===== config.mk =====
export PLATFORM = sky130hd
export DESIGN_NAME = delta_list_timer_queue_top_flat
export DESIGN_NICKNAME = d
export VERILOG_FILES = /design/src/rtl/dltq_pkg.sv /design/src/rtl/dltq_req_if.sv /design/src/rtl/dltq_rsp_if.sv /design/src/rtl/delta_list_timer_queue_top.sv /design/src/flat_wrapper.sv
export SDC_FILE = /design/constraint.sdc
export NUM_CORES = 1
export LEC_CHECK = 0
export ABC_AREA = 1
export BUFFER_PORTS_ARGS = -buffer_cell sky130_fd_sc_hd__buf_2
export CAP_MARGIN = 20
export CORE_AREA = 2 2 265 372
export CTS_CLUSTER_DIAMETER = 200
export DETAILED_ROUTE_END_ITERATION = 10
export DIE_AREA = 0 0 267 374
export PLACE_DENSITY_LB_ADDON = 0.2
export SLEW_MARGIN = 5
export SYNTH_ARGS = -nofsm -noshare
export SYNTH_HDL_FRONTEND = slang
export SYNTH_SLANG_ARGS = --single-unit

===== constraint.sdc =====
create_clock -name clk_i -period 7.5 [get_ports clk_i]
set_input_delay 1.875 -clock clk_i [delete_from_list [all_inputs] [get_ports clk_i]]
set_output_delay 1.875 -clock clk_i [all_outputs]
set_load 0.02 [all_outputs]

===== src/rtl/dltq_pkg.sv =====
`default_nettype none
// ----------------------------------------------------------------------------
// dltq_pkg
// Shared types and codes of the delta list timer queue: request and
// response payloads, operation, kind and status codes, default sizes.
// ----------------------------------------------------------------------------
package dltq_pkg;

  localparam int MaxTimersDef = 16;
  localparam int TickWidthDef = 32;

  localparam int FuncWidth   = 2;
  localparam int IdWidth     = 4;
  localparam int TicksWidth  = 32;
  localparam int KindWidth   = 2;
  localparam int StatusWidth = 3;

  localparam logic [FuncWidth-1:0] FUNC_TICK   = 2'd0;
  localparam logic [FuncWidth-1:0] FUNC_START  = 2'd1;
  localparam logic [FuncWidth-1:0] FUNC_CANCEL = 2'd2;

  localparam logic [KindWidth-1:0] KIND_ACK     = 2'd0;
  localparam logic [KindWidth-1:0] KIND_EXPIRED = 2'd1;
  localparam logic [KindWidth-1:0] KIND_ERROR   = 2'd2;

  localparam logic [StatusWidth-1:0] STATUS_OK       = 3'd0;
  localparam logic [StatusWidth-1:0] STATUS_FULL     = 3'd1;
  localparam logic [StatusWidth-1:0] STATUS_ACTIVE   = 3'd2;
  localparam logic [StatusWidth-1:0] STATUS_INACTIVE = 3'd3;
  localparam logic [StatusWidth-1:0] STATUS_SMALL    = 3'd4;

  typedef struct packed {
    logic [FuncWidth-1:0]  func;
    logic [IdWidth-1:0]    timer_id;
    logic [TicksWidth-1:0] ticks;
  } req_t;

  typedef struct packed {
    logic [KindWidth-1:0]   kind;
    logic [IdWidth-1:0]     timer_id_out;
    logic [StatusWidth-1:0] status;
    logic [TicksWidth-1:0]  now;
    logic                   last;
  } rsp_t;

endpackage
`default_nettype wire


===== src/rtl/dltq_req_if.sv =====
`default_nettype none
// ----------------------------------------------------------------------------
// dltq_req_if
// Request channel: valid/ready handshake carrying one timer request.
// ----------------------------------------------------------------------------
interface dltq_req_if import dltq_pkg::*; ();
  logic valid;
  logic ready;
  req_t data;

  modport source (output valid, output data, input ready);
  modport sink (input valid, input data, output ready);
endinterface
`default_nettype wire


===== src/rtl/dltq_rsp_if.sv =====
`default_nettype none
// ----------------------------------------------------------------------------
// dltq_rsp_if
// Response channel: valid/ready handshake carrying one timer response.
// ----------------------------------------------------------------------------
interface dltq_rsp_if import dltq_pkg::*; ();
  logic valid;
  logic ready;
  rsp_t data;

  modport source (output valid, output data, input ready);
  modport sink (input valid, input data, output ready);
endinterface
`default_nettype wire


===== src/rtl/delta_list_timer_queue_top.sv =====
`default_nettype none
// ----------------------------------------------------------------------------
// delta_list_timer_queue_top
// Timer queue kept as a delta list in a circular slot memory, walked by a
// small sequencer around one shared adder/subtractor.
// ----------------------------------------------------------------------------
// One request is handled at a time; the request side is ready only while the
// sequencer is idle. Every slot visit has an address state for the single-port
// slot memory and an evaluate state that uses its registered read data with the
// shared adder. A start walks the list and either appends the timer or inserts
// it and shifts the slots behind it; a cancel walks up to the timer and moves the
// slots behind it up; a tick decrements the head delta and reports each expired
// timer in its own response. Each response is held until taken before the next
// step goes on. The slot memory needs no clearing after reset: only slots inside
// the armed range are read.
// ----------------------------------------------------------------------------
module delta_list_timer_queue_top import dltq_pkg::*; #(
  parameter int MAX_TIMERS = MaxTimersDef,
  parameter int TICK_WIDTH = TickWidthDef
) (
  input  wire logic   clk_i,
  input  wire logic   rst_ni,
  dltq_req_if.sink    req_i,
  dltq_rsp_if.source  rsp_o
);

  localparam int PW = $clog2(MAX_TIMERS);
  localparam int CW = $clog2(MAX_TIMERS + 1);
  localparam int TW = TICK_WIDTH;
  localparam int NumIdsW = 1 << IdWidth;

  typedef struct packed {
    logic [IdWidth-1:0] id;
    logic [TW-1:0]      delta;
  } slot_t;

  typedef struct packed {
    logic [KindWidth-1:0]   kind;
    logic [IdWidth-1:0]     id;
    logic [StatusWidth-1:0] status;
    logic                   last;
  } res_t;

  typedef enum logic [15:0] {
    S_IDLE   = 16'h0001,
    S_ST_RD  = 16'h0002,
    S_ST_EV  = 16'h0004,
    S_ST_ADJ = 16'h0008,
    S_SH_RD  = 16'h0010,
    S_SH_EV  = 16'h0020,
    S_CA_RD  = 16'h0040,
    S_CA_EV  = 16'h0080,
    S_CD_RD  = 16'h0100,
    S_CD_EV  = 16'h0200,
    S_TK_RD  = 16'h0400,
    S_TK_EV  = 16'h0800,
    S_TK_EX  = 16'h1000,
    S_TX_RD  = 16'h2000,
    S_TX_EV  = 16'h4000,
    S_OUT    = 16'h8000
  } state_e;

  function automatic logic [PW-1:0] wrap_inc(input logic [PW-1:0] p);
    wrap_inc = (p == PW'(MAX_TIMERS - 1)) ? '0 : p + PW'(1);
  endfunction

  state_e              state_q, state_d;
  logic [PW-1:0]       head_q, head_d;
  logic [CW-1:0]       count_q, count_d;
  logic [NumIdsW-1:0]  active_q, active_d;
  logic [TW-1:0]       now_q, now_d;
  logic                first_q, first_d;
  logic                more_q, more_d;
  logic [IdWidth-1:0]  id_q, id_d;
  logic [IdWidth-1:0]  exp_q, exp_d;
  logic [TW-1:0]       t_q, t_d;
  logic [CW-1:0]       idx_q, idx_d;
  logic [PW-1:0]       ptr_q, ptr_d;
  slot_t               carry_q, carry_d;
  res_t                res_q, res_d;

  slot_t               mem_q [MAX_TIMERS];
  slot_t               rd_q;
  logic [PW-1:0]       rd_addr;
  logic                wr_en;
  slot_t               wr_data;

  logic [TW-1:0]       alu_a, alu_b, alu_res;
  logic                alu_sub, alu_borrow;
  logic [TW:0]         alu_full;

  logic [PW-1:0]       ptr_inc, head_inc;
  logic                idx_at_count, idx1_at_count, idx2_at_count;

  assign ptr_inc  = wrap_inc(ptr_q);
  assign head_inc = wrap_inc(head_q);

  assign idx_at_count  = (idx_q == count_q);
  assign idx1_at_count = (({1'b0, idx_q} + (CW + 1)'(1)) == {1'b0, count_q});
  assign idx2_at_count = (({1'b0, idx_q} + (CW + 1)'(2)) == {1'b0, count_q});

  always_comb begin
    alu_a   = t_q;
    alu_b   = rd_q.delta;
    alu_sub = 1'b1;
    case (state_q)
      S_IDLE: begin
        alu_a   = now_q;
        alu_b   = TW'(1);
        alu_sub = 1'b0;
      end
      S_ST_ADJ: begin
        alu_a = carry_q.delta;
        alu_b = t_q;
      end
      S_CD_EV: begin
        alu_a   = rd_q.delta;
        alu_b   = t_q;
        alu_sub = 1'b0;
      end
      S_TK_EV: begin
        alu_a = rd_q.delta;
        alu_b = TW'(1);
      end
      default: ;
    endcase
  end

  assign alu_full   = alu_sub ? ({1'b0, alu_a} - {1'b0, alu_b})
                              : ({1'b0, alu_a} + {1'b0, alu_b});
  assign alu_res    = alu_full[TW-1:0];
  assign alu_borrow = alu_full[TW];

  assign rd_addr = (state_q == S_CD_RD) ? ptr_inc : ptr_q;

  always_ff @(posedge clk_i) begin
    if (wr_en) begin
      mem_q[ptr_q] <= wr_data;
    end
    rd_q <= mem_q[rd_addr];
  end

  always_comb begin
    state_d  = state_q;
    head_d   = head_q;
    count_d  = count_q;
    active_d = active_q;
    now_d    = now_q;
    first_d  = first_q;
    more_d   = more_q;
    id_d     = id_q;
    exp_d    = exp_q;
    t_d      = t_q;
    idx_d    = idx_q;
    ptr_d    = ptr_q;
    carry_d  = carry_q;
    res_d    = res_q;
    wr_en    = 1'b0;
    wr_data  = carry_q;

    case (state_q)
      S_IDLE: begin
        more_d = 1'b0;
        if (req_i.valid) begin
          id_d  = req_i.data.timer_id;
          t_d   = req_i.data.ticks[TW-1:0];
          idx_d = '0;
          ptr_d = head_q;
          case (req_i.data.func)
            FUNC_TICK: begin
              now_d = alu_res;
              if (count_q == '0) begin
                res_d   = '{KIND_ACK, '0, STATUS_OK, 1'b1};
                state_d = S_OUT;
              end else begin
                state_d = S_TK_RD;
              end
            end
            FUNC_START: begin
              state_d = S_OUT;
              if (active_q[req_i.data.timer_id]) begin
                res_d = '{KIND_ERROR, req_i.data.timer_id, STATUS_ACTIVE, 1'b1};
              end else if (count_q >= CW'(MAX_TIMERS)) begin
                res_d = '{KIND_ERROR, req_i.data.timer_id, STATUS_FULL, 1'b1};
              end else if (req_i.data.ticks[TW-1:1] == '0) begin
                res_d = '{KIND_ERROR, req_i.data.timer_id, STATUS_SMALL, 1'b1};
              end else begin
                state_d = S_ST_RD;
              end
            end
            FUNC_CANCEL: begin
              if (!active_q[req_i.data.timer_id]) begin
                res_d   = '{KIND_ERROR, req_i.data.timer_id, STATUS_INACTIVE, 1'b1};
                state_d = S_OUT;
              end else begin
                state_d = S_CA_RD;
              end
            end
            default: ;
          endcase
        end
      end

      S_ST_RD: state_d = S_ST_EV;

      S_ST_EV: begin
        if (idx_at_count) begin
          wr_en          = 1'b1;
          wr_data        = '{id_q, t_q};
          count_d        = count_q + CW'(1);
          active_d[id_q] = 1'b1;
          res_d          = '{KIND_ACK, id_q, STATUS_OK, 1'b1};
          state_d        = S_OUT;
        end else if (!alu_borrow) begin
          t_d     = alu_res;
          idx_d   = idx_q + CW'(1);
          ptr_d   = ptr_inc;
          state_d = S_ST_RD;
        end else begin
          wr_en   = 1'b1;
          wr_data = '{id_q, t_q};
          carry_d = rd_q;
          idx_d   = idx_q + CW'(1);
          ptr_d   = ptr_inc;
          state_d = S_ST_ADJ;
        end
      end

      S_ST_ADJ: begin
        carry_d.delta = alu_res;
        state_d       = S_SH_RD;
      end

      S_SH_RD: state_d = S_SH_EV;

      S_SH_EV: begin
        wr_en   = 1'b1;
        wr_data = carry_q;
        if (idx_at_count) begin
          count_d        = count_q + CW'(1);
          active_d[id_q] = 1'b1;
          res_d          = '{KIND_ACK, id_q, STATUS_OK, 1'b1};
          state_d        = S_OUT;
        end else begin
          carry_d = rd_q;
          idx_d   = idx_q + CW'(1);
          ptr_d   = ptr_inc;
          state_d = S_SH_RD;
        end
      end

      S_CA_RD: state_d = S_CA_EV;

      S_CA_EV: begin
        if (rd_q.id == id_q) begin
          if (idx1_at_count) begin
            count_d        = count_q - CW'(1);
            active_d[id_q] = 1'b0;
            res_d          = '{KIND_ACK, id_q, STATUS_OK, 1'b1};
            state_d        = S_OUT;
          end else begin
            t_d     = rd_q.delta;
            first_d = 1'b1;
            state_d = S_CD_RD;
          end
        end else begin
          idx_d   = idx_q + CW'(1);
          ptr_d   = ptr_inc;
          state_d = S_CA_RD;
        end
      end

      S_CD_RD: state_d = S_CD_EV;

      S_CD_EV: begin
        wr_en   = 1'b1;
        wr_data = rd_q;
        if (first_q) begin
          wr_data.delta = alu_res;
        end
        first_d = 1'b0;
        if (idx2_at_count) begin
          count_d        = count_q - CW'(1);
          active_d[id_q] = 1'b0;
          res_d          = '{KIND_ACK, id_q, STATUS_OK, 1'b1};
          state_d        = S_OUT;
        end else begin
          idx_d   = idx_q + CW'(1);
          ptr_d   = ptr_inc;
          state_d = S_CD_RD;
        end
      end

      S_TK_RD: state_d = S_TK_EV;

      S_TK_EV: begin
        if (rd_q.delta != '0) begin
          wr_en   = 1'b1;
          wr_data = '{rd_q.id, alu_res};
          if (alu_res == '0) begin
            state_d = S_TK_EX;
          end else begin
            res_d   = '{KIND_ACK, '0, STATUS_OK, 1'b1};
            state_d = S_OUT;
          end
        end else begin
          state_d = S_TK_EX;
        end
      end

      S_TK_EX: begin
        active_d[rd_q.id] = 1'b0;
        exp_d             = rd_q.id;
        head_d            = head_inc;
        ptr_d             = head_inc;
        count_d           = count_q - CW'(1);
        if (count_q == CW'(1)) begin
          res_d   = '{KIND_EXPIRED, rd_q.id, STATUS_OK, 1'b1};
          more_d  = 1'b0;
          state_d = S_OUT;
        end else begin
          state_d = S_TX_RD;
        end
      end

      S_TX_RD: state_d = S_TX_EV;

      S_TX_EV: begin
        res_d   = '{KIND_EXPIRED, exp_q, STATUS_OK, (rd_q.delta != '0)};
        more_d  = (rd_q.delta == '0);
        state_d = S_OUT;
      end

      S_OUT: begin
        if (rsp_o.ready) begin
          state_d = more_q ? S_TK_EX : S_IDLE;
        end
      end

      default: state_d = S_IDLE;
    endcase
  end

  always_ff @(posedge clk_i or negedge rst_ni) begin
    if (!rst_ni) begin
      state_q  <= S_IDLE;
      head_q   <= '0;
      count_q  <= '0;
      active_q <= '0;
      now_q    <= '0;
      first_q  <= 1'b0;
      more_q   <= 1'b0;
    end else begin
      state_q  <= state_d;
      head_q   <= head_d;
      count_q  <= count_d;
      active_q <= active_d;
      now_q    <= now_d;
      first_q  <= first_d;
      more_q   <= more_d;
    end
  end

  always_ff @(posedge clk_i) begin
    id_q    <= id_d;
    exp_q   <= exp_d;
    t_q     <= t_d;
    idx_q   <= idx_d;
    ptr_q   <= ptr_d;
    carry_q <= carry_d;
    res_q   <= res_d;
  end

  assign req_i.ready = (state_q == S_IDLE);
  assign rsp_o.valid = (state_q == S_OUT);
  assign rsp_o.data  = '{
    kind:         res_q.kind,
    timer_id_out: res_q.id,
    status:       res_q.status,
    now:          TicksWidth'(now_q),
    last:         res_q.last
  };

endmodule
`default_nettype wire


===== src/flat_wrapper.sv =====
// flat-port wrapper written by rule: the top's interface ports become plain ports
module delta_list_timer_queue_top_flat import dltq_pkg::*;
#(
  parameter int MAX_TIMERS = MaxTimersDef,
  parameter int TICK_WIDTH = TickWidthDef
)
  (clk_i, rst_ni, req_i_valid, req_i_data, req_i_ready, rsp_o_valid, rsp_o_data, rsp_o_ready);
  dltq_req_if req_i_i ();
  dltq_rsp_if rsp_o_i ();
  input  wire logic clk_i;
  input  wire logic rst_ni;
  input wire logic [$bits(req_i_i.valid)-1:0] req_i_valid;
  input wire logic [$bits(req_i_i.data)-1:0] req_i_data;
  output wire logic [$bits(req_i_i.ready)-1:0] req_i_ready;
  output wire logic [$bits(rsp_o_i.valid)-1:0] rsp_o_valid;
  output wire logic [$bits(rsp_o_i.data)-1:0] rsp_o_data;
  input wire logic [$bits(rsp_o_i.ready)-1:0] rsp_o_ready;
  assign req_i_i.valid = req_i_valid;
  assign req_i_i.data = req_i_data;
  assign req_i_ready = req_i_i.ready;
  assign rsp_o_valid = rsp_o_i.valid;
  assign rsp_o_data = rsp_o_i.data;
  assign rsp_o_i.ready = rsp_o_ready;
  delta_list_timer_queue_top #(.MAX_TIMERS(MAX_TIMERS), .TICK_WIDTH(TICK_WIDTH)) u_core (.clk_i(clk_i), .rst_ni(rst_ni), .req_i(req_i_i), .rsp_o(rsp_o_i));
endmodule

==> results.json, run 1 <==
{
  "outcome": "finished, final reports clean",
  "crit_top_cell": "nand2_1",
  "multiInputGateArea_um2": 12800,
  "clock_latency_ns": 0.68,
  "cp_slowest_stage_delay_ns": 0.55,
  "fin_hold_ws_ns": 0.517,
  "h-tree-depth": 3,
  "die_area_um2": 99900,
  "period_needed_ns": 7.02,
  "final_cell_area_um2": 43400,
  "hp-class": "reg2reg",
  "via_count": 29554,
  "area_delta_synth_final_pct": 12.9,
  "crit_slowest_cell": "o21ai_1",
  "gp_congestion": 1.04,
  "clock_path_buffers": 3,
  "seq_area_um2": 22700,
  "clock_skew_ns": 0.0543,
  "r2r_start": "u_core.state_q[8]",
  "maxCapViolCount": 0,
  "critPathKind": "reg2reg",
  "place_area_um2": 40800,
  "syn_area_um2": 38400,
  "netlist.area_leader.share": 0.525,
  "synth.area.top_cells": "edfxtp_1, nand2_1, inv_1",
  "setup_viol": 0,
  "yosysUniqueCellTypes": 56,
  "timing.final.crit_share": 0.936,
  "overflow": 0,
  "die_h_um": 374,
  "worst_pin_slew_ns": 1.06,
  "placement.io_buffers": 85,
  "hp-start": "u_core.active_q[15]",
  "synth.largest_area_cell": "edfxtp_1",
  "drive_gt1_frac": 0.0853,
  "antenna_found_initial": 5,
  "nets": 4162,
  "crit_start": "u_core.state_q[8]",
  "clkSinkCount": 782,
  "grt_pass1_wl_um": 185000,
  "ys_seq_elements": 782,
  "core_um2": 96400,
  "rsz0062_at_grt": "false",
  "critPathMaxFanout": 25,
  "drt-initial-drc-count": 3038,
  "synth-seq-area-share": 0.593,
  "grt_max_degree": 189,
  "cts_root_buffer": "clkbuf_16",
  "synth_most_common_cell": "nand2_1",
  "synthesis.nets": 4091,
  "wl_um": 125000,
  "cp_data_arrival_time_ns": 7.19,
  "synth.avg_cell_area_um2": 9.59,
  "netlist_instances": 4002,
  "finalMaxSlewViolations": 0,
  "place.detailed.hpwl_um": 84700,
  "cts_setup_buffers": 0,
  "yosysWarningCount": 0,
  "wl_per_cell_um": 23.0,
  "drc_errors": 0,
  "start_kind": "register",
  "synth_common_cells": "nand2_1, edfxtp_1, inv_1",
  "crit_path_end_kind": "register",
  "ys.flop_type": "edfxtp_1",
  "cts.clk_slew.worst_paths_ns": 0.07,
  "fmax_mhz": 142,
  "fp-row-count": 135,
  "dr.pass1.iters": 6,
  "synth_edf_count": 671,
  "grt_pass1_vias": 28651,
  "finalHoldViolCount": 0,
  "tritoncts": "built",
  "slew-limit-headroom": 0.293,
  "dieWidth_um": 267,
  "ant_nets": 0,
  "numCtsBuffers": 78,
  "vias_per_cell": 5.43,
  "cp.required_ns": 7.66,
  "pin_count": 86,
  "regToRegSetupSlack_ns": 0.48,
  "fillerInstances": 9099,
  "timing.setup.tns_ns": 0,
  "start_util": 0.398,
  "grt.total_usage": 0.250,
  "ys_async_sr_fraction": 0.0959
}
[kinds of logic after synthesis]
kind of cell,Yosys count,share of synthesized area
and+or+nand+nor,1351,0.150
AOI/OAI and AO/OA,988,0.149
DFF,782,0.593
buffers and inverters,768,0.0777
xor gates and xnor gates,66,0.0151
adders and majority gates,47,0.0155
[registers in the layout, indices dropped and copies added (netlist names)]
signal	count
u_core.rd_q	36
u_core.t_q	32
u_core.mem_q	576
u_core.first_q	1
u_core.carry_q	36
u_core.now_q	32
u_core.idx_q	5
u_core.exp_q	4
u_core.id_q	4
u_core.active_q	16
u_core.more_q	1
u_core.head_q	4
u_core.state_q	16
u_core.rsp_o.data	10
u_core.count_q	5
u_core.ptr_q	4
[cells in the final DEF, fill, tap and decap left out, types with 83 or more instances in the layout]
cell type	n
o211ai_1	124
inv_1	569
clkbuf_16	83
buf_2	84
nor2_1	199
o21ai_0	379
edfxtp_1	671
a21oi_1	321
nand3_1	288
nand2_1	733
[path summary, 6_finish.rpt]
| path | cells after the start | to |
|---|---|---|
| setup / recovery | 27 | u_core.mem_q[9][24] |
| hold / removal | 2 | u_core.active_q[15] |
| setup reg to reg | 27 | u_core.mem_q[9][24] |
| hold reg to reg | 2 | u_core.active_q[15] |
| max in group asynchronous | 2 | u_core.now_q[5] |
| min in group asynchronous | 1 | u_core.count_q[1] |
[timing repair]
| action | in CTS | in global routing |
|---|---|---|
| hold buffers | 0 | 0 |
| endpoints found under the setup margin | 0 | 264 |
| resized for setup | 0 | 1 |
[through the flow]
stage	std cells	setup WS [ns]	utilization
after floorplan	4002	1.43	-
after global placement	5292	0.476	0.422
after detailed placement	5293	0.489	0.423
after CTS	5437	0.470	0.449
after global routing	5438	0.0131	0.450
final	5441	0.477	0.450
[metal layers]
layer | vias up | track usage | wire, um
li1 | 14023 | - | -
met2 | 1122 | 0.427 | 61500
met1 | 14135 | 0.307 | 50000
met5 | - | 0 | 0
met4 | 0 | 0.124 | 6670
met3 | 274 | 0.0380 | 7070
[critical path: cells and delay by family (launching register included)]
| family | cells | cell delay [ns] |
|---|---|---|
| simple gates | 16 | 3.33 |
| compound gates | 5 | 1.48 |
| buf+inv | 4 | 0.76 |
| flops | 1 | 0.40 |
| fa+ha+maj | 1 | 0.38 |
| xor+xnor | 1 | 0.14 |
[layout make-up]
type | count | area share
Clock buffer | 107 | 0.0509
Sequential cell | 782 | 0.525
Antenna cell | 3 | 0.000173
Multi-Input combinational cell | 2452 | 0.296
Tap cell | 1301 | 0.0375
Inverter | 581 | 0.0505
Clock inverter | 37 | 0.00817
Timing Repair Buffer | 178 | 0.0326
Power of run 1 is left out: the tool's default activity adds up to more than one toggle a clock period on the data nets, which glitch-free logic cannot reach.
==> run 2, diff against run 1 <==
--- a/config.mk
+++ b/config.mk
@@ -13,6 +13,7 @@
 export DETAILED_ROUTE_END_ITERATION = 10
 export DIE_AREA = 0 0 267 374
 export PLACE_DENSITY_LB_ADDON = 0.2
+export REMOVE_ABC_BUFFERS = 1
 export SLEW_MARGIN = 5
 export SYNTH_ARGS = -nofsm -noshare
 export SYNTH_HDL_FRONTEND = slang
==> results.json, run 2 (synthesized netlist as in run 1, its figures left out) <==
{
  "outcome": "finished, final reports clean",
  "tritoncts": "built",
  "rsz0062_at_grt": "false",
  "cts_root_buffer": "clkbuf_16",
  "wl_per_cell_um": 23.1,
  "fin_ws_ns": 0.511,
  "wl_um": 125000,
  "ant_nets": 0,
  "dieWidth_um": 267,
  "hp-class": "reg2reg",
  "drc_errors": 0,
  "largest_register": "u_core.mem_q",
  "cp_slowest_stage_delay_ns": 0.56,
  "die_area_um2": 99900,
  "grt_pass1_wl_um": 184000,
  "dr.pass1.iters": 8,
  "cts_resized": 0,
  "grt_max_degree": 225,
  "area_delta_synth_final_pct": 12.0,
  "slew-limit-headroom": 0.228,
  "antenna_found_initial": 3,
  "cp_data_arrival_time_ns": 7.34,
  "fmax_mhz": 143,
  "clock_path_buffers": 3,
  "layout_commonest_cell": "nand2_1",
  "die_h_um": 374,
  "clock_latency_ns": 0.68,
  "h-tree-depth": 3,
  "placement.io_buffers": 85,
  "finalHoldViolCount": 0,
  "numCtsBuffers": 78,
  "drive_gt1_frac": 0.0775,
  "core_um2": 96400,
  "largestRegisters": "u_core.mem_q x576, u_core.carry_q x36, u_core.rd_q x36",
  "gp_congestion": 1.03,
  "crit_top_cell": "nand2_1",
  "clock_skew_ns": 0.0496,
  "finalNonFillerCells": 5407,
  "nets": 4131,
  "start_kind": "register",
  "timing.setup.tns_ns": 0,
  "finalMaxSlewViolations": 0,
  "ctsHoldBuffers": 0,
  "cp.required_ns": 7.85,
  "fillerInstances": 9104,
  "worst_pin_slew_ns": 1.16,
  "via_count": 29703,
  "place_ws_ns": 0.619,
  "setup_viol": 0,
  "cts.clk_slew.worst_paths_ns": 0.06,
  "vias_per_cell": 5.49,
  "critPathKind": "reg2reg",
  "seq_area_um2": 22700,
  "crit_path_end_kind": "register",
  "crit_slowest_cell": "nor2_4",
  "dp_cells": 5263,
  "grt.total_usage": 0.248,
  "place.detailed.hpwl_um": 86300,
  "overflow": 0,
  "drt-initial-drc-count": 2696,
  "pin_count": 86,
  "maxCapViolCount": 0,
  "period_needed_ns": 6.99,
  "largest_reg_flops": 576,
  "timing.final.crit_share": 0.932,
  "start_util": 0.398,
  "multiInputGateArea_um2": 12800,
  "grt_pass1_vias": 28413,
  "critPathMaxFanout": 30,
  "clkSinkCount": 782,
  "cts_setup_buffers": 0,
  "final_cell_mix": "nand2_1, edfxtp_1, inv_1, o21ai_0, a21oi_1",
  "fp-row-count": 135
}
-- run 2: worst paths after layout --
kind                                     from                  end  slack (ns)  depth (start not counted)
hold reg to reg            u_core.active_q[5]   u_core.active_q[5]        0.51                          2
hold / removal             u_core.active_q[5]   u_core.active_q[5]        0.51                          2
min in group asynchronous              rst_ni     u_core.now_q[16]        1.06                          1
max in group asynchronous              rst_ni     u_core.now_q[14]        5.17                          2
setup reg to reg            u_core.state_q[3]  u_core.mem_q[0][24]        0.51                         28
setup / recovery            u_core.state_q[3]  u_core.mem_q[0][24]        0.51                         28
-- run 2: layout make-up --
class / instances / area share
sequential: 782 / 0.529
multi-input combinational: 2452 / 0.298
inverter: 581 / 0.0509
clock buffer: 98 / 0.0481
tap: 1301 / 0.0379
timing repair buffer: 147 / 0.0249
clock inverter: 45 / 0.0108
antenna: 1 / 0.0000582
-- run 2: stage by stage --
step                       util  hold WS, ns  instance area [um^2]
final                     0.446        0.513                 43000
after global routing      0.446        0.538                 43000
after CTS                 0.446        0.513                 43000
after detailed placement  0.419        0.500                 40400
after global placement    0.419        0.495                 40400
after floorplan               -        0.481                 37600
-- run 2: critical path: cells and delay by family (launching register included) --
family / cells / cell delay (ns)
buffers and inverters: 3 / 0.70
adders and majority gates: 1 / 0.29
DFF: 1 / 0.38
AOI/OAI and AO/OA: 4 / 1.17
xor gates and xnor gates: 1 / 0.19
and+or+nand+nor: 19 / 3.87
-- run 2: routing by layer --
layer / vias to the layer above / GRT usage / share of wire
li1: 13941 / - / -
met1: 14366 / 0.321 / 0.41
met2: 1131 / 0.411 / 0.48
met3: 261 / 0.0351 / 0.065
met4: 4 / 0.113 / 0.044
met5: - / 0 / 0.00027
Power of run 2 is left out for the same reason.
